===== src/hw/rtl/assert_macros.svh =====
// Assertion macros for the queue RTL; only the control block includes them.
// They expand to concurrent assertions in simulation and to nothing in synthesis.
`ifndef ASSERT_MACROS_SVH
`define ASSERT_MACROS_SVH
`ifndef SYNTHESIS
`define TLPQ_ASSERT(name, clk, rst_n, prop) \
    name: assert property (@(posedge clk) disable iff (!rst_n) prop) \
        else $error("tlpq assertion failed");
`define TLPQ_ASSERT_NR(name, clk, prop) \
    name: assert property (@(posedge clk) prop) \
        else $error("tlpq assertion failed");
`else
`define TLPQ_ASSERT(name, clk, rst_n, prop)
`define TLPQ_ASSERT_NR(name, clk, prop)
`endif
`endif


===== src/hw/rtl/tlpq_pkg.sv =====
package tlpq_pkg;

    localparam int OPCODE_W = 3;
    localparam int WORD_W   = 32;
    localparam int LEVEL_W  = 2;
    localparam int INDEX_W  = 10;
    localparam int COUNT_W  = 9;
    localparam int TOTAL_W  = 10;
    localparam int STATUS_W = 3;

    typedef enum logic [OPCODE_W-1:0] {
        OP_PUSH  = 3'd0,
        OP_POP   = 3'd1,
        OP_PEEK  = 3'd2,
        OP_READ  = 3'd3,
        OP_CLEAR = 3'd4
    } op_t;

    typedef enum logic [STATUS_W-1:0] {
        ST_OK        = 3'd0,
        ST_EMPTY     = 3'd1,
        ST_BAD_LEVEL = 3'd2,
        ST_BAD_INDEX = 3'd3,
        ST_FULL      = 3'd4
    } status_t;

    localparam logic [LEVEL_W-1:0] LVL_NONE = 2'd0;
    localparam logic [LEVEL_W-1:0] LVL_ONE  = 2'd1;

    // Result of one command, minus the data word that arrives from the store.
    typedef struct packed {
        logic                 has_data;
        logic [LEVEL_W-1:0]   level;
        status_t              status;
        logic [COUNT_W-1:0]   count_high;
        logic [COUNT_W-1:0]   count_medium;
        logic [COUNT_W-1:0]   count_low;
        logic [TOTAL_W-1:0]   count_total;
    } result_info_t;

endpackage


===== src/hw/rtl/tlpq_outreg.sv =====
module tlpq_outreg #(
    parameter int DATA_WIDTH = 32
) (
    input  logic                   clk,
    input  logic                   rst_n,
    input  logic                   pend_valid,
    input  tlpq_pkg::result_info_t pend_info,
    input  logic [DATA_WIDTH-1:0]  rd_data,
    output logic                   pend_take,
    output logic                   m_tvalid,
    input  logic                   m_tready,
    output logic [71:0]            m_tdata,
    output logic [2:0]             m_tuser
);

    logic                               out_valid_reg;
    logic                               out_valid_next;
    tlpq_pkg::result_info_t             out_info_reg;
    logic [tlpq_pkg::WORD_W-1:0]        out_data_reg;
    logic [DATA_WIDTH+tlpq_pkg::WORD_W-1:0] rd_ext;

    assign rd_ext    = {{tlpq_pkg::WORD_W{1'b0}}, rd_data};
    assign pend_take = pend_valid && (!out_valid_reg || m_tready);

    always_comb
    begin
        if (pend_take)
        begin
            out_valid_next = 1'b1;
        end
        else if (m_tready)
        begin
            out_valid_next = 1'b0;
        end
        else
        begin
            out_valid_next = out_valid_reg;
        end
    end

    always_ff @(posedge clk or negedge rst_n)
    begin
        if (!rst_n)
        begin
            out_valid_reg <= 1'b0;
        end
        else
        begin
            out_valid_reg <= out_valid_next;
        end
    end

    always_ff @(posedge clk)
    begin
        if (pend_take)
        begin
            out_info_reg <= pend_info;
            out_data_reg <= pend_info.has_data ? rd_ext[tlpq_pkg::WORD_W-1:0]
                                               : '0;
        end
    end

    assign m_tvalid = out_valid_reg;
    assign m_tuser  = out_info_reg.status;
    assign m_tdata  = {1'b0,
                       out_info_reg.count_total,
                       out_info_reg.count_low,
                       out_info_reg.count_medium,
                       out_info_reg.count_high,
                       out_info_reg.level,
                       out_data_reg};

endmodule


===== config.mk =====
export PLATFORM = sky130hd
export DESIGN_NAME = tlpq_outreg
export DESIGN_NICKNAME = d
export VERILOG_FILES = /design/src/hw/rtl/assert_macros.svh /design/src/hw/rtl/tlpq_pkg.sv /design/src/hw/rtl/tlpq_outreg.sv
export SDC_FILE = /design/constraint.sdc
export NUM_CORES = 1
export LEC_CHECK = 0
export BUFFER_PORTS_ARGS = -buffer_cell sky130_fd_sc_hd__buf_2
export CORE_ASPECT_RATIO = 2
export CORE_MARGIN = 3
export CORE_UTILIZATION = 30
export CTS_CLUSTER_DIAMETER = 50
export DETAILED_ROUTE_END_ITERATION = 7
export SYNTH_ARGS = -nofsm -noshare
export SYNTH_HDL_FRONTEND = slang
export SYNTH_SLANG_ARGS = --single-unit

===== constraint.sdc =====
create_clock -name clk -period 4.24 [get_ports clk]
set_input_delay 0.212 -clock clk [delete_from_list [all_inputs] [get_ports clk]]
set_output_delay 0.212 -clock clk [all_outputs]
set_load 0.03 [all_outputs]

Yosys cells after proc, flatten, opt, wreduce, memory -nomap -nowiden
Cells that the tools add are included.
{"block": "word_totals", "regBits": 75, "latch_bits": 0, "ramBits": 0, "rom_bits": 0, "input_bits": 79, "wordCells": 14, "n_memories": 0}
{"block": "op_classes", "n_addsub": 0, "mul": 0, "div_mod_pow": 0, "n_lt_le_gt_ge": 0, "n_eq_ne": 0, "shift": 0, "mux": 2, "bitwise": 0, "reduce_logical": 4}
{"cell": "$mux W1", "count": 2}
{"cell": "$reduce_bool A2 Y1", "count": 1}
{"cell": "$logic_and A1 B1 Y1", "count": 1}
{"cell": "$logic_not A1 Y1", "count": 1}
{"cell": "$logic_or A1 B1 Y1", "count": 1}

Logic depth before layout (Yosys ltp)
{"block": "logic_depth", "ltp_word": 4, "depth_mapped": 2, "ltp_nobuf": 2}

Least setup slack after synthesis
OpenSTA, ideal clock, no wires.
{"block": "synth_timing", "kind": "register to register", "start": "reg out_valid_reg, in the netlist m_tvalid", "end": "reg out_info_reg (netlist bit m_tdata[32]) (enable)", "setup_time_ps": 450, "arrival_ps": 2547, "required_ps": 3790, "path_slack_ps": 1243, "stages_incl_launch_ff": 3, "cell_sequence": "dfrtp_1 nand2b_1 and2_1"}
{"block": "synth_between", "elab_chain_cells": 3}
{"element": "start: declaration", "line_no": "tlpq_outreg.sv:16", "rtl": "logic out_valid_reg;"}
{"element": "start signal: assignment", "line_no": "tlpq_outreg.sv:49", "rtl": "out_valid_reg <= out_valid_next;"}
{"element": "$logic_not A1 Y1", "line_no": "tlpq_outreg.sv:23", "rtl": "assign pend_take = pend_valid && (!out_valid_reg || m_tready);"}
{"element": "$logic_or A1 B1 Y1", "line_no": "tlpq_outreg.sv:23"}
{"element": "$logic_and A1 B1 Y1", "line_no": "tlpq_outreg.sv:23"}
{"element": "net pend_take", "line_no": "tlpq_outreg.sv:9", "rtl": "output logic pend_take,"}
{"element": "end signal: assignment", "line_no": "tlpq_outreg.sv:57", "rtl": "out_info_reg <= pend_info;"}
{"element": "end: declaration", "line_no": "tlpq_outreg.sv:18", "rtl": "tlpq_pkg::result_info_t out_info_reg;"}
The timed path passes the listed nets, and every way through them passes these cells.
A chain may end at the register's enable or synchronous reset.

Worst setup path after layout
{"block": "layout_timing", "start": "reg out_valid_reg, in the netlist m_tvalid", "end": "out pend_take"}
{"block": "layout_between", "elab_chain_cells": 3}
{"element": "$logic_not A1 Y1", "line_no": "tlpq_outreg.sv:23"}
{"element": "$logic_or A1 B1 Y1", "line_no": "tlpq_outreg.sv:23"}
{"element": "$logic_and A1 B1 Y1", "line_no": "tlpq_outreg.sv:23"}
{"element": "end: declaration", "line_no": "tlpq_outreg.sv:9"}
Every way passes these cells.

==> results by group <==
Clock network
  – Root buffer cell: clkbuf_16
  – Clock transition at path regs: 0.06 ns
  – Clk buf depth: 2
  – Total CTS buffers: 9
  – Setup bufs post-CTS: 0
  – Worst-Skew Late Latency: 0.33 ns
  – H-tree depth: 3
  – CTS tree: built
  – Clock sinks: 75

Synth
  – Top cell type's share of synthesized area: 87.7%
  – Largest area contributor in the netlist: edfxtp_1
  – Number of synthesized register bits: 75
  – Yosys warnings: 0
  – Yosys cell types: 8
  – Syn_area_per_cell: 22.0 um^2
  – Synthesized area: 0.00253 mm^2
  – Syn nets: 194
  – Synth area leaders: edfxtp_1 88%, and2_2 9.5%, dfrtp_1 0.99%
  – Register area share after synthesis: 88.7%
  – Post-Syn Instances: 115

STA
  – Slew @ Worst Pin: 0.926 ns
  – Min Tclk post-route: 2.11 ns
  – RSZ-0062 raised after global routing: no
  – Endpoints failing setup: 0
  – Layout Skew: 0.00365 ns
  – Setup_tns: 0 ns
  – Fin crit share: 49.7%
  – Slew margin rel.: 38.3%
  – Fin. max-slew vios: 0
  – FMAX: 0.474 GHz
  – Final hold vios: 0

Setup path
  – Critical Path Start Type: register
  – WS Path Type: register to output pin
  – RR Endpoint: m_tdata[59]
  – Critical path endpoint category: output pin
  – Worst Path Arrival: 1.90 ns
  – Req. time, crit path: 4.03 ns
  – R2R cell count: 2
  – Flop2flop setup slack: 2.60 ns
  – R2R Path Start: m_tvalid
  – Crit path max fanout: 75

Power and ir drop
  – Net Sw Frac: 22.0%
  – Max VDD drop: 0.326 mV
  – Leakage: 1.61 nW
  – Clock power share: 42.2%
  – Logic gate share of total power: 10.5%
  – Sequential share of power: 47.3%
  – NetSw: 407 uW
  – Int Pwr: 1.44 mW
  – Cell Pwr Density: 497 mW/mm^2

Final layout
  – Antenna diode count: 0
  – Max FFs per register: 39
  – Non-filler instance count after layout: 378
  – Most frequent cells in the layout: 154 x buf_2, 74 x edfxtp_1, 32 x and2_2
  – Layout area overhead: 47.0%
  – Fin area: 0.00372 mm^2
  – Layout cells sized above 1: 70.9%
  – Nets@finish: 356
  – Most common cell after layout, fill and taps aside: buf_2

Outcome
  – Status: finished clean

Placement
  – Gpl congestion: 0.727
  – Post-Place Cell Area: 0.00340 mm^2
  – Placed insts: 361
  – Port-buffer cells: 154

Die
  – Die Ht: 136 um
  – Core Area: 0.00806 mm^2
  – Row count: 46
  – IO Pins: 156
  – Die area: 0.00965 mm^2
  – Die W: 71.0 um
  – Starting density of the core: 31.4%

Routing
  – DR DRC count: 0
  – DR iter-0 viols: 52
  – Routed len/inst: 14.7 um
  – Wirelength, routed: 5560 um
  – Vias per inst: 4.13
  – Drt pass-1 iters: 4
  – Final ANT Viol Nets: 0
  – DR vias: 1563

Global route
  – Total GRT Usage: 12.0%
  – Number of global-route vias before repair: 1716
  – Global route total overflow: 0
  – Pin count of the biggest net entering global routing: 76
  – Initial antenna violation count: 0
  – First-pass GRT wire length: 8420 um

Hold path
  – Hold Crit Start: pend_info[6]
  – WHS Path Cells: 1
  – Hold EP: m_tdata[67]
  – Worst min-delay path class: primary input to register

Run
  – Max_cap viols: 0
timing repair:
| action | CTS | global route |
|---|---|---|
| hold buffers | 1 | 0 |
| resized for setup | 0 | 0 |
| endpoints found under the hold margin | 1 | 0 |
synth_stat cells:
cell / n
buf_4: 1
and2_2: 32
edfxtp_1: 74
nand2b_1: 2
dfrtp_1: 1
clkbuf_2: 3
and2_1: 1
conb_1: 1
power by group through the flow:
stage / Combinational, mW / Sequential [mW] / Clock, mW
after global placement: 0.195 / 0.890 / 0
final: 0.195 / 0.875 / 0.780
after CTS: 0.199 / 0.876 / 0.806
after detailed placement: 0.198 / 0.891 / 0
after floorplan: 0.0330 / 0.978 / 0
after global routing: 0.209 / 0.879 / 0.837
worst max-delay path: stages (launching register included):
cell and delay, ns:
dfrtp_1 0.37, nand2b_1 0.09, and2_4 0.76, buf_2 0.34
cells by family (layout without fill, tap and decap cells):
logic type             after synthesis  count (layout)  synth area share (%)
buffers and inverters                4             171                 0.889
flip-flops                          75              75                  88.7
other                                1               1                 0.148
AND/OR/NAND/NOR                     35              35                  10.2
per-stage QoR:
step	hold slack, ns	worst slack (ns)	utilization (%)	total power [mW]
6_report	0.0572	2.13	46.2	1.85
5_1_grt	0.0429	1.94	46.2	1.93
4_1_cts	0.0402	2.06	46.2	1.88
3_3_place_gp	-0.0114	2.47	42.2	1.09
2_1_floorplan	-0.0836	1.24	-	1.01
3_5_place_dp	-0.0102	2.42	42.2	1.09
how the worst max path moves through the flow:
stage / from / end / cells past startpoint
after floorplan: m_tvalid / m_tdata[32] / 2
after global placement: m_tvalid / pend_take / 3
final: m_tvalid / pend_take / 3
after CTS: m_tvalid / pend_take / 3
after detailed placement: m_tvalid / pend_take / 3
after global routing: m_tvalid / pend_take / 3
layer usage:
| layer | share of wire (%) | vias to the layer above | wire, um | GRT usage, % |
|---|---|---|---|---|
| li1 | - | 742 | - | - |
| met1 | 31 | 699 | 1720 | 11.0 |
| met2 | 54 | 108 | 2990 | 20.9 |
| met3 | 12 | 14 | 664 | 5.92 |
| met4 | 3.4 | 0 | 189 | 7.11 |
| met5 | 0 | - | 0 | 0 |
cell type report:
class	instances	area [um^2]
clock buffers	11	233
multi-input cells	36	265
repair buffers	155	781
fillers	749	4330
well taps	96	120
flip-flops and latches	75	2250
clock inverters	5	77.6
No activity file was read; power rests on OpenSTA's default activity.
