### src/hw/rtl/assert_macros.svh
// Assertion macros for the queue RTL; only the control block includes them.
// They expand to concurrent assertions in simulation and to nothing in synthesis.
`ifndef ASSERT_MACROS_SVH
`define ASSERT_MACROS_SVH
`ifndef SYNTHESIS
`define TLPQ_ASSERT(name, clk, rst_n, prop) \
    name: assert property (@(posedge clk) disable iff (!rst_n) prop) \
        else $error("tlpq assertion failed");
`define TLPQ_ASSERT_NR(name, clk, prop) \
    name: assert property (@(posedge clk) prop) \
        else $error("tlpq assertion failed");
`else
`define TLPQ_ASSERT(name, clk, rst_n, prop)
`define TLPQ_ASSERT_NR(name, clk, prop)
`endif
`endif

### src/hw/rtl/tlpq_pkg.sv
package tlpq_pkg;

    localparam int OPCODE_W = 3;
    localparam int WORD_W   = 32;
    localparam int LEVEL_W  = 2;
    localparam int INDEX_W  = 10;
    localparam int COUNT_W  = 9;
    localparam int TOTAL_W  = 10;
    localparam int STATUS_W = 3;

    typedef enum logic [OPCODE_W-1:0] {
        OP_PUSH  = 3'd0,
        OP_POP   = 3'd1,
        OP_PEEK  = 3'd2,
        OP_READ  = 3'd3,
        OP_CLEAR = 3'd4
    } op_t;

    typedef enum logic [STATUS_W-1:0] {
        ST_OK        = 3'd0,
        ST_EMPTY     = 3'd1,
        ST_BAD_LEVEL = 3'd2,
        ST_BAD_INDEX = 3'd3,
        ST_FULL      = 3'd4
    } status_t;

    localparam logic [LEVEL_W-1:0] LVL_NONE = 2'd0;
    localparam logic [LEVEL_W-1:0] LVL_ONE  = 2'd1;

    // Result of one command, minus the data word that arrives from the store.
    typedef struct packed {
        logic                 has_data;
        logic [LEVEL_W-1:0]   level;
        status_t              status;
        logic [COUNT_W-1:0]   count_high;
        logic [COUNT_W-1:0]   count_medium;
        logic [COUNT_W-1:0]   count_low;
        logic [TOTAL_W-1:0]   count_total;
    } result_info_t;

endpackage

### src/hw/rtl/tlpq_ctrl.sv
`include "assert_macros.svh"

module tlpq_ctrl #(
    parameter int DATA_WIDTH  = 32,
    parameter int LEVEL_DEPTH = 256
) (
    input  logic                                   clk,
    input  logic                                   rst_n,
    input  logic                                   in_valid,
    output logic                                   in_ready,
    input  tlpq_pkg::op_t                          op,
    input  logic [tlpq_pkg::WORD_W-1:0]            data_in,
    input  logic [tlpq_pkg::LEVEL_W-1:0]           priority_level,
    input  logic [tlpq_pkg::INDEX_W-1:0]           item_index,
    input  logic                                   pend_take,
    output logic                                   pend_valid,
    output tlpq_pkg::result_info_t                 pend_info,
    output logic                                   mem_we,
    output logic                                   mem_re,
    output logic [$clog2(LEVEL_DEPTH)+1:0]         mem_addr,
    output logic [DATA_WIDTH-1:0]                  mem_wdata
);

    localparam int CW = $clog2(LEVEL_DEPTH + 1);
    localparam int PW = $clog2(LEVEL_DEPTH);
    localparam int SW = CW + 2;
    localparam int TW = (SW > tlpq_pkg::INDEX_W) ? SW : tlpq_pkg::INDEX_W;

    logic [CW-1:0] cnt_reg  [3];
    logic [CW-1:0] cnt_next [3];
    logic [PW-1:0] head_reg [3];
    logic [PW-1:0] head_next[3];

    logic                   pend_valid_reg;
    logic                   pend_valid_next;
    tlpq_pkg::result_info_t pend_info_reg;
    tlpq_pkg::result_info_t info_c;

    logic          accept;
    logic [TW-1:0] c0_ext;
    logic [TW-1:0] c1_ext;
    logic [TW-1:0] c2_ext;
    logic [TW-1:0] sum01;
    logic [TW-1:0] total;
    logic [TW-1:0] idx_ext;
    logic          empty;
    logic [1:0]    front_lvl;
    logic [1:0]    walk_lvl;
    logic [TW-1:0] walk_off;
    logic [1:0]    lvl_sel;
    logic [CW-1:0] sel_cnt;
    logic [PW-1:0] sel_head;
    logic [PW-1:0] head_inc;
    logic [PW-1:0] off;
    logic [PW:0]   ring_sum;
    logic [PW-1:0] ring_pos;
    logic          full;
    logic          we_c;
    logic          re_c;
    logic          counts_ok;
    logic [SW-1:0] total_next;
    logic [CW+tlpq_pkg::COUNT_W-1:0] cext0;
    logic [CW+tlpq_pkg::COUNT_W-1:0] cext1;
    logic [CW+tlpq_pkg::COUNT_W-1:0] cext2;
    logic [SW+tlpq_pkg::TOTAL_W-1:0] text;
    logic [DATA_WIDTH+tlpq_pkg::WORD_W-1:0] wd_ext;

    assign accept   = in_valid && in_ready;
    assign in_ready = !pend_valid_reg || pend_take;

    // Overall position order runs high, then medium, then low.
    assign c0_ext  = TW'(cnt_reg[0]);
    assign c1_ext  = TW'(cnt_reg[1]);
    assign c2_ext  = TW'(cnt_reg[2]);
    assign sum01   = c0_ext + c1_ext;
    assign total   = sum01 + c2_ext;
    assign idx_ext = TW'(item_index);
    assign empty   = (total == '0);

    always_comb
    begin
        priority if (cnt_reg[0] != '0)
        begin
            front_lvl = 2'd0;
        end
        else if (cnt_reg[1] != '0)
        begin
            front_lvl = 2'd1;
        end
        else
        begin
            front_lvl = 2'd2;
        end
    end

    always_comb
    begin
        priority if (idx_ext < c0_ext)
        begin
            walk_lvl = 2'd0;
            walk_off = idx_ext;
        end
        else if (idx_ext < sum01)
        begin
            walk_lvl = 2'd1;
            walk_off = idx_ext - c0_ext;
        end
        else
        begin
            walk_lvl = 2'd2;
            walk_off = idx_ext - sum01;
        end
    end

    always_comb
    begin
        unique case (op)
            tlpq_pkg::OP_PUSH: lvl_sel = priority_level - tlpq_pkg::LVL_ONE;
            tlpq_pkg::OP_READ: lvl_sel = walk_lvl;
            default:           lvl_sel = front_lvl;
        endcase
    end

    always_comb
    begin
        unique case (lvl_sel)
            2'd0:
            begin
                sel_cnt  = cnt_reg[0];
                sel_head = head_reg[0];
            end
            2'd1:
            begin
                sel_cnt  = cnt_reg[1];
                sel_head = head_reg[1];
            end
            2'd2:
            begin
                sel_cnt  = cnt_reg[2];
                sel_head = head_reg[2];
            end
            default:
            begin
                sel_cnt  = '0;
                sel_head = '0;
            end
        endcase
    end

    always_comb
    begin
        unique case (op)
            tlpq_pkg::OP_PUSH: off = sel_cnt[PW-1:0];
            tlpq_pkg::OP_READ: off = walk_off[PW-1:0];
            default:           off = '0;
        endcase
    end

    // Ring position: head plus offset, wrapped once at the level depth.
    assign ring_sum = {1'b0, sel_head} + {1'b0, off};
    assign ring_pos = (ring_sum >= (PW+1)'(LEVEL_DEPTH))
                    ? PW'(ring_sum - (PW+1)'(LEVEL_DEPTH))
                    : ring_sum[PW-1:0];
    assign head_inc = (sel_head == PW'(LEVEL_DEPTH - 1)) ? '0 : sel_head + 1'b1;
    assign full     = (sel_cnt == CW'(LEVEL_DEPTH));

    always_comb
    begin
        we_c           = 1'b0;
        re_c           = 1'b0;
        info_c         = '0;
        info_c.status  = tlpq_pkg::ST_OK;
        cnt_next[0]    = cnt_reg[0];
        cnt_next[1]    = cnt_reg[1];
        cnt_next[2]    = cnt_reg[2];
        head_next[0]   = head_reg[0];
        head_next[1]   = head_reg[1];
        head_next[2]   = head_reg[2];
        unique case (op)
            tlpq_pkg::OP_PUSH:
            begin
                priority if (priority_level == tlpq_pkg::LVL_NONE)
                begin
                    info_c.status = tlpq_pkg::ST_BAD_LEVEL;
                end
                else if (full)
                begin
                    info_c.status = tlpq_pkg::ST_FULL;
                end
                else
                begin
                    we_c              = 1'b1;
                    cnt_next[lvl_sel] = sel_cnt + 1'b1;
                end
            end
            tlpq_pkg::OP_POP, tlpq_pkg::OP_PEEK:
            begin
                if (empty)
                begin
                    info_c.status = tlpq_pkg::ST_EMPTY;
                end
                else
                begin
                    re_c            = 1'b1;
                    info_c.has_data = 1'b1;
                    info_c.level    = lvl_sel + tlpq_pkg::LVL_ONE;
                    if (op == tlpq_pkg::OP_POP)
                    begin
                        head_next[lvl_sel] = head_inc;
                        cnt_next[lvl_sel]  = sel_cnt - 1'b1;
                    end
                end
            end
            tlpq_pkg::OP_READ:
            begin
                if (idx_ext >= total)
                begin
                    info_c.status = tlpq_pkg::ST_BAD_INDEX;
                end
                else
                begin
                    re_c            = 1'b1;
                    info_c.has_data = 1'b1;
                    info_c.level    = lvl_sel + tlpq_pkg::LVL_ONE;
                end
            end
            tlpq_pkg::OP_CLEAR:
            begin
                cnt_next[0]  = '0;
                cnt_next[1]  = '0;
                cnt_next[2]  = '0;
                head_next[0] = '0;
                head_next[1] = '0;
                head_next[2] = '0;
            end
            default:
            begin
            end
        endcase
        info_c.count_high   = cext0[tlpq_pkg::COUNT_W-1:0];
        info_c.count_medium = cext1[tlpq_pkg::COUNT_W-1:0];
        info_c.count_low    = cext2[tlpq_pkg::COUNT_W-1:0];
        info_c.count_total  = text[tlpq_pkg::TOTAL_W-1:0];
    end

    // Counts after the step, cut to the width of the result fields.
    assign total_next = SW'(cnt_next[0]) + SW'(cnt_next[1]) + SW'(cnt_next[2]);
    assign cext0      = {{tlpq_pkg::COUNT_W{1'b0}}, cnt_next[0]};
    assign cext1      = {{tlpq_pkg::COUNT_W{1'b0}}, cnt_next[1]};
    assign cext2      = {{tlpq_pkg::COUNT_W{1'b0}}, cnt_next[2]};
    assign text       = {{tlpq_pkg::TOTAL_W{1'b0}}, total_next};

    assign wd_ext    = {{DATA_WIDTH{1'b0}}, data_in};
    assign mem_wdata = wd_ext[DATA_WIDTH-1:0];
    assign mem_addr  = {lvl_sel, ring_pos};
    assign mem_we    = accept && we_c;
    assign mem_re    = accept && re_c;

    always_comb
    begin
        if (accept)
        begin
            pend_valid_next = 1'b1;
        end
        else if (pend_take)
        begin
            pend_valid_next = 1'b0;
        end
        else
        begin
            pend_valid_next = pend_valid_reg;
        end
    end

    always_ff @(posedge clk or negedge rst_n)
    begin
        if (!rst_n)
        begin
            pend_valid_reg <= 1'b0;
            for (int i = 0; i < 3; i++)
            begin
                cnt_reg[i]  <= '0;
                head_reg[i] <= '0;
            end
        end
        else
        begin
            pend_valid_reg <= pend_valid_next;
            if (accept)
            begin
                for (int i = 0; i < 3; i++)
                begin
                    cnt_reg[i]  <= cnt_next[i];
                    head_reg[i] <= head_next[i];
                end
            end
        end
    end

    always_ff @(posedge clk)
    begin
        if (accept)
        begin
            pend_info_reg <= info_c;
        end
    end

    assign pend_valid = pend_valid_reg;
    assign pend_info  = pend_info_reg;

    // No level ever holds more than its ring depth.
    assign counts_ok = (cnt_reg[0] <= CW'(LEVEL_DEPTH)) && (cnt_reg[1] <= CW'(LEVEL_DEPTH))
                    && (cnt_reg[2] <= CW'(LEVEL_DEPTH));

    `TLPQ_ASSERT(a_single_access, clk, rst_n, !(mem_we && mem_re))
    `TLPQ_ASSERT(a_count_bound, clk, rst_n, counts_ok)
    `TLPQ_ASSERT(a_clear_empties, clk, rst_n, (accept && op == tlpq_pkg::OP_CLEAR) |=> empty)
    `TLPQ_ASSERT(a_pend_holds, clk, rst_n, (pend_valid_reg && !pend_take) |=> pend_valid_reg)

endmodule
### config.mk
export PLATFORM = sky130hd
export DESIGN_NAME = tlpq_ctrl
export DESIGN_NICKNAME = d
export VERILOG_FILES = /design/src/hw/rtl/tlpq_pkg.sv /design/src/hw/rtl/tlpq_ctrl.sv
export VERILOG_INCLUDE_DIRS = /design/src /design/src/hw/rtl
export SDC_FILE = /design/constraint.sdc
export NUM_CORES = 1
export LEC_CHECK = 0
export ABC_CLOCK_PERIOD_IN_PS = 10800
export BUFFER_PORTS_ARGS = -buffer_cell sky130_fd_sc_hd__buf_2
export CELL_PAD_IN_SITES_DETAIL_PLACEMENT = 0
export CELL_PAD_IN_SITES_GLOBAL_PLACEMENT = 1
export CORE_MARGIN = 8
export CORE_UTILIZATION = 44
export DETAILED_ROUTE_END_ITERATION = 10
export MAX_ROUTING_LAYER = met4
export PLACE_DENSITY_LB_ADDON = 0.1
export SYNTH_ARGS = -nofsm -noshare
export SYNTH_HDL_FRONTEND = slang
export SYNTH_SLANG_ARGS = --single-unit
### constraint.sdc
create_clock -name clk -period 10.8 [get_ports clk]
set_input_delay 1.08 -clock clk [delete_from_list [all_inputs] [get_ports clk]]
set_output_delay 1.08 -clock clk [all_outputs]
set_load 0.05 [all_outputs]
Word-level counts from Yosys, hierarchy flattened
Index checks and enable logic that the tools add are counted.
{"block": "totals", "ff_bits": 95, "input_bits": 51, "out_inout_bits": 89, "word_cells": 103}
{"block": "op_classes", "n_addsub": 13, "magnitude_cmp": 6, "n_eq_ne": 10, "n_mux": 43, "n_bitwise": 1, "n_reduce_logical": 16}
{"op": "$mux W27", "count": 4}
{"op": "$pmux W27 S3", "count": 1}
{"op": "$bwmux W27", "count": 2}
{"op": "$mux W24", "count": 2}
{"op": "$pmux W24 S2", "count": 1}
{"op": "$mux W8", "count": 5}
{"op": "$pmux W9 S3", "count": 1}
{"op": "$bwmux W24", "count": 1}
{"op": "$pmux W8 S3", "count": 1}
{"op": "$add A9 B9 Y10", "count": 2}
{"op": "$demux W9 S2", "count": 1}
{"op": "$reduce_bool A9 Y1", "count": 2}
{"op": "$demux W8 S2", "count": 1}
{"op": "$pmux W8 S2", "count": 1}
{"op": "$sub A8 B8 Y8", "count": 2}
{"op": "$mux W3", "count": 4}
{"op": "$add A10 B9 Y11", "count": 1}
{"op": "$ge A10 B11 Y1", "count": 1}
{"op": "$logic_not A11 Y1", "count": 1}
{"op": "$add A10 B9 Y10", "count": 1}
{"op": "$lt A10 B10 Y1", "count": 1}
{"op": "$lt A10 B9 Y1", "count": 1}
{"op": "$mux W2", "count": 5}
{"op": "$add A8 B8 Y9", "count": 1}
{"op": "other kinds (32)", "count": 46}

Longest topological paths before layout
{"block": "logic_depth", "ltp_word": 16, "ltp_mapped": 46, "ltp_nobuf": 44}

Worst setup path before layout
No wires, ideal clock.
{"block": "synth_timing", "path_type": "reg-to-reg", "start": "register cnt_reg, in the netlist c0_ext[2]", "end": "register pend_info_reg, in the netlist pend_info[9] (data pin)", "setup_time_ns": 0.262, "t_arrival_ns": 8.309, "required_time_ns": 10.538, "slack_ns": 2.229, "stages_incl_launch_ff": 41, "n_path_buf": 1, "cell_sequence": "dfrtp_1 -> ha_1 -> nor2b_1 -> o21ai_0 -> nand2b_1 -> a21o_1 -> a21o_1 -> a21o_1 -> a21o_1 -> xor2_1 -> inv_1 -> ha_1 -> and3_1 -> a21oi_1 -> maj3_1 -> nor3_1 -> or3_1 -> inv_1 -> [5 not listed] -> nand3_1 -> nor3_1 -> o221ai_2 -> and2b_4 -> and2_1 -> o21ai_0 -> nand2_1 -> and2_1 -> fa_1 -> inv_1 -> fa_1 -> a21o_1 -> a21oi_1 -> o21bai_1 -> a21oi_1 -> o21bai_1 -> a21oi_1 -> xor2_1"}
{"item": "start, declared", "line_no": "tlpq_ctrl.sv:29", "source": "logic [CW-1:0] cnt_reg [3];"}
{"item": "start signal, assigned by index", "line_no": "tlpq_ctrl.sv:293", "source": "cnt_reg[i] <= cnt_next[i];"}
{"item": "end signal, assigned", "line_no": "tlpq_ctrl.sv:304", "source": "pend_info_reg <= info_c;"}
{"item": "end, declared", "line_no": "tlpq_ctrl.sv:36", "source": "tlpq_pkg::result_info_t pend_info_reg;"}

==> impl_metrics.csv <==
group,metric,value,unit
logic_synthesis,ys_top_cells_by_area,"dfrtp_1 15%, edfxtp_1 15%, ha_1 10%",
logic_synthesis,synthSimpleGateAreaFrac,16.10,%
detailed_routing,viasPerCell,5.979,
worst_setup_path,setup.worst_path.start,"c0_ext[0]",
clock_network,htreeDepth,3,
clock_network,clk_pin_slew,0.08,ns
detailed_routing,route.detailed.drc,0,
finish,nFillCells,1958,
logic_synthesis,synth_edf_count,43,
sta,worst_slew_pin_slew,1.019,ns
die,fp-row-count,51,
logic_synthesis,synth_top_family_by_area,"compound AO/OA/AOI/OAI gates",
logic_synthesis,syn_avg_cell_area,8.673,um^2
logic_synthesis,yosysMostFrequentCell,"nand2_1",
place,place_hpwl,23470,um
hold_path,hold_class,"reg -> reg",
worst_setup_path,reg2reg_to,"pend_info[9]",
logic_synthesis,synthTopCellsByCount,"103 x nand2_1, 93 x a21oi_1, 77 x nor2_1",
worst_setup_path,cp.required,10.89,ns
clock_network,cts_setup_buffers,0,
sta,finalSetupViolCount,0,
die,chipHeight,157.5,um
detailed_routing,drtIter0Drc,824,
logic_synthesis,synth_mux_area_share,1.235,%
logic_synthesis,yosys.area.top_type,"dfrtp_1",
worst_setup_path,max_stage_delay,0.53,ns
logic_synthesis,synthAdderAreaFrac,13.66,%
global_route,grt_usage,25.17,%
sta,fmax,0.1010,GHz
worst_setup_path,ff2ff_path_depth,43,
logic_synthesis,synth_nets,1154,
clock_network,hold_buffers,0,
sta,maxSlewViolCount,0,
sta,rsz0062_at_grt,"no",
finish,area_growth,7.454,%
logic_synthesis,ys.flop_type,"dfrtp_1",
detailed_routing,drtAntennaViolNets,0,
finish,drive_gt1_share,15.05,%
power_and_ir_drop,p_leak,0.004281,uW
clock_network,clock_sinks,95,
sta,tns,0,ns
flow_run,drv_cap,0,
clock_network,clock_latency,0.36,ns
logic_synthesis,ys_async_sr_fraction,54.74,%
place,io_buffer_count,75,
worst_setup_path,crit_path_max_fanout,15,
worst_setup_path,cpMaxStageDelayCell,"fa_1",
sta,setup_ws,0.8957,ns
logic_synthesis,seq_area_frac_synth,29.42,%
worst_setup_path,path_class,"reg -> reg",
sta,fin_skew,0.01378,ns
sta,fin_crit,9.904,ns
clock_network,cts_tree,"done",
worst_setup_path,critPathCapture,"pend_info[9]",
global_route,gr-total-overflow,0,
place,place_ws,0.9408,ns
worst_setup_path,cp.arrival,10.00,ns
sta,fin_crit_sh,91.71,%
logic_synthesis,synth_top_area_share,14.77,%
clock_network,clock-root-buffer,"clkbuf_16",
logic_synthesis,synth_area,8812,um^2
logic_synthesis,synthDistinctLibCells,96,
worst_setup_path,r2r-start,"c0_ext[0]",
sta,finalHoldViolations,0,
die,initial_core_util,44.98,%
logic_synthesis,synth_warnings,0,
worst_setup_path,r2r_slack,0.90,ns
power_and_ir_drop,ir_worst_vdd,0.08922,mV
detailed_routing,wl_per_cell,22.87,um
die,core_area,19590,um^2
clock_network,cts_buffers,9,
global_route,antenna_found_initial,1,
detailed_routing,drtPass1Iterations,5,
logic_synthesis,synth-compound-area-share,26.98,%
detailed_routing,routed_wl,30100,um
logic_synthesis,ys_seq_elements,95,
die,dieArea,24810,um^2
detailed_routing,vias,7869,
finish,largest_register_ffs,43,
power_and_ir_drop,p_per_area,178.4,nW/um^2
global_route,grt_pass1_vias,7567,
die,num_io_pins,140,
run_status,status,"finished clean",
global_route,grt_pass1_wl,46180,um
worst_setup_path,startpoint_type,"register",
clock_network,clockBufferDepth,2,
sta,relSlewSlack,32.06,%
worst_setup_path,setup.worst_path.end_class,"register",
place,gp_congestion,0.9526,
global_route,grt_max_degree,53,
die,fp.dieW,157.5,um
logic_synthesis,synthXorXnorAreaFrac,4.558,%
hold_path,holdPathStages,2,
logic_synthesis,synthCells,1016,
finish,final_nets,1183,
==> placed cells by master, fill, tap and decap left out, drive strengths merged, types with 25 or more instances in the layout <==
| master | count |
|---|---|
| a21oi | 94 |
| dfrtp | 52 |
| nor2 | 79 |
| a21o | 34 |
| o21ai | 77 |
| ha | 73 |
| inv | 73 |
| nand2 | 103 |
| buf | 90 |
| xnor2 | 25 |
| edfxtp | 43 |
==> how the worst min path moves through the flow <==
| stage | start | to | slack [ns] |
|---|---|---|---|
| floorplan | head_reg[20] | head_reg[20] | 0.45 |
| global route | head_reg[5] | head_reg[5] | 0.53 |
| finish | head_reg[19] | head_reg[19] | 0.49 |
| detailed placement | head_reg[19] | head_reg[19] | 0.48 |
| global placement | head_reg[19] | head_reg[19] | 0.47 |
| CTS | head_reg[19] | head_reg[19] | 0.50 |
==> per-layer routing <==
layer / vias to the layer above / GRT usage (%) / part of all wire [%]
met3: 58 / 3.976 / 7.2
li1: 3735 / - / -
met2: 330 / 37.30 / 44
met4: 0 / 7.208 / 2.6
met5: - / - / 0
met1: 3746 / 34.90 / 46
==> worst max-delay path: cells and delay by family (launching register included) <==
family	cells	cell delay, ns
AO/OA/AOI/OAI	16	3.14
adder cells (fa/ha/maj)	8	2.84
AND/OR/NAND/NOR	13	2.44
flip-flops	1	0.50
buffers and inverters	4	0.46
XOR/XNOR	2	0.26
==> final cells by class <==
cell class,instances,area (um^2),area share (%)
multi-input combinational,778,5517,58.26
sequential,95,2592,27.38
timing repair buffer,90,488.0,5.153
tap,265,331.6,3.502
inverter,71,266.5,2.814
clock buffer,9,225.2,2.378
clock inverter,7,46.29,0.4889
antenna,1,2.502,0.02643
==> per-stage QoR <==
stage | cell area, um^2 | hold WS (ns) | instances | util [%] | power, uW
after floorplan | 8812 | 0.4494 | 1016 | - | 1164
after global placement | 9194 | 0.4708 | 1299 | 46.93 | 1376
after detailed placement | 9194 | 0.4794 | 1299 | 46.93 | 1373
after CTS | 9465 | 0.4956 | 1315 | 48.32 | 1683
after global routing | 9469 | 0.5275 | 1316 | 48.34 | 1800
final | 9469 | 0.4945 | 1316 | 48.34 | 1690
==> what timing repair did <==
| action | 4_1_cts | 5_1_grt |
|---|---|---|
| setup endpoints to repair | 0 | 1 |
| endpoints found under the hold margin | 0 | 0 |
| gates resized for setup | 0 | 1 |
==> cells by family (layout without fill, tap and decap cells) <==
logic type               after synthesis  count (layout)
AND/OR/NAND/NOR                      291             291
XOR/XNOR                              45              45
multiplexers                          10              10
other                                  0               1
adder cells (fa/ha/maj)               88              88
buffers and inverters                143             177
flip-flops                            95              95
AO/OA/AOI/OAI                        344             344
==> report_power, final <==
| part | switching (uW) | total [uW] | internal [uW] |
|---|---|---|---|
| combinational | 622 | 923 | 302 |
| clock | 149 | 306 | 157 |
| sequential | 36.7 | 460 | 424 |
| total | 808 | 1690 | 882 |
Note: power is estimated with default switching activity, not from simulation.
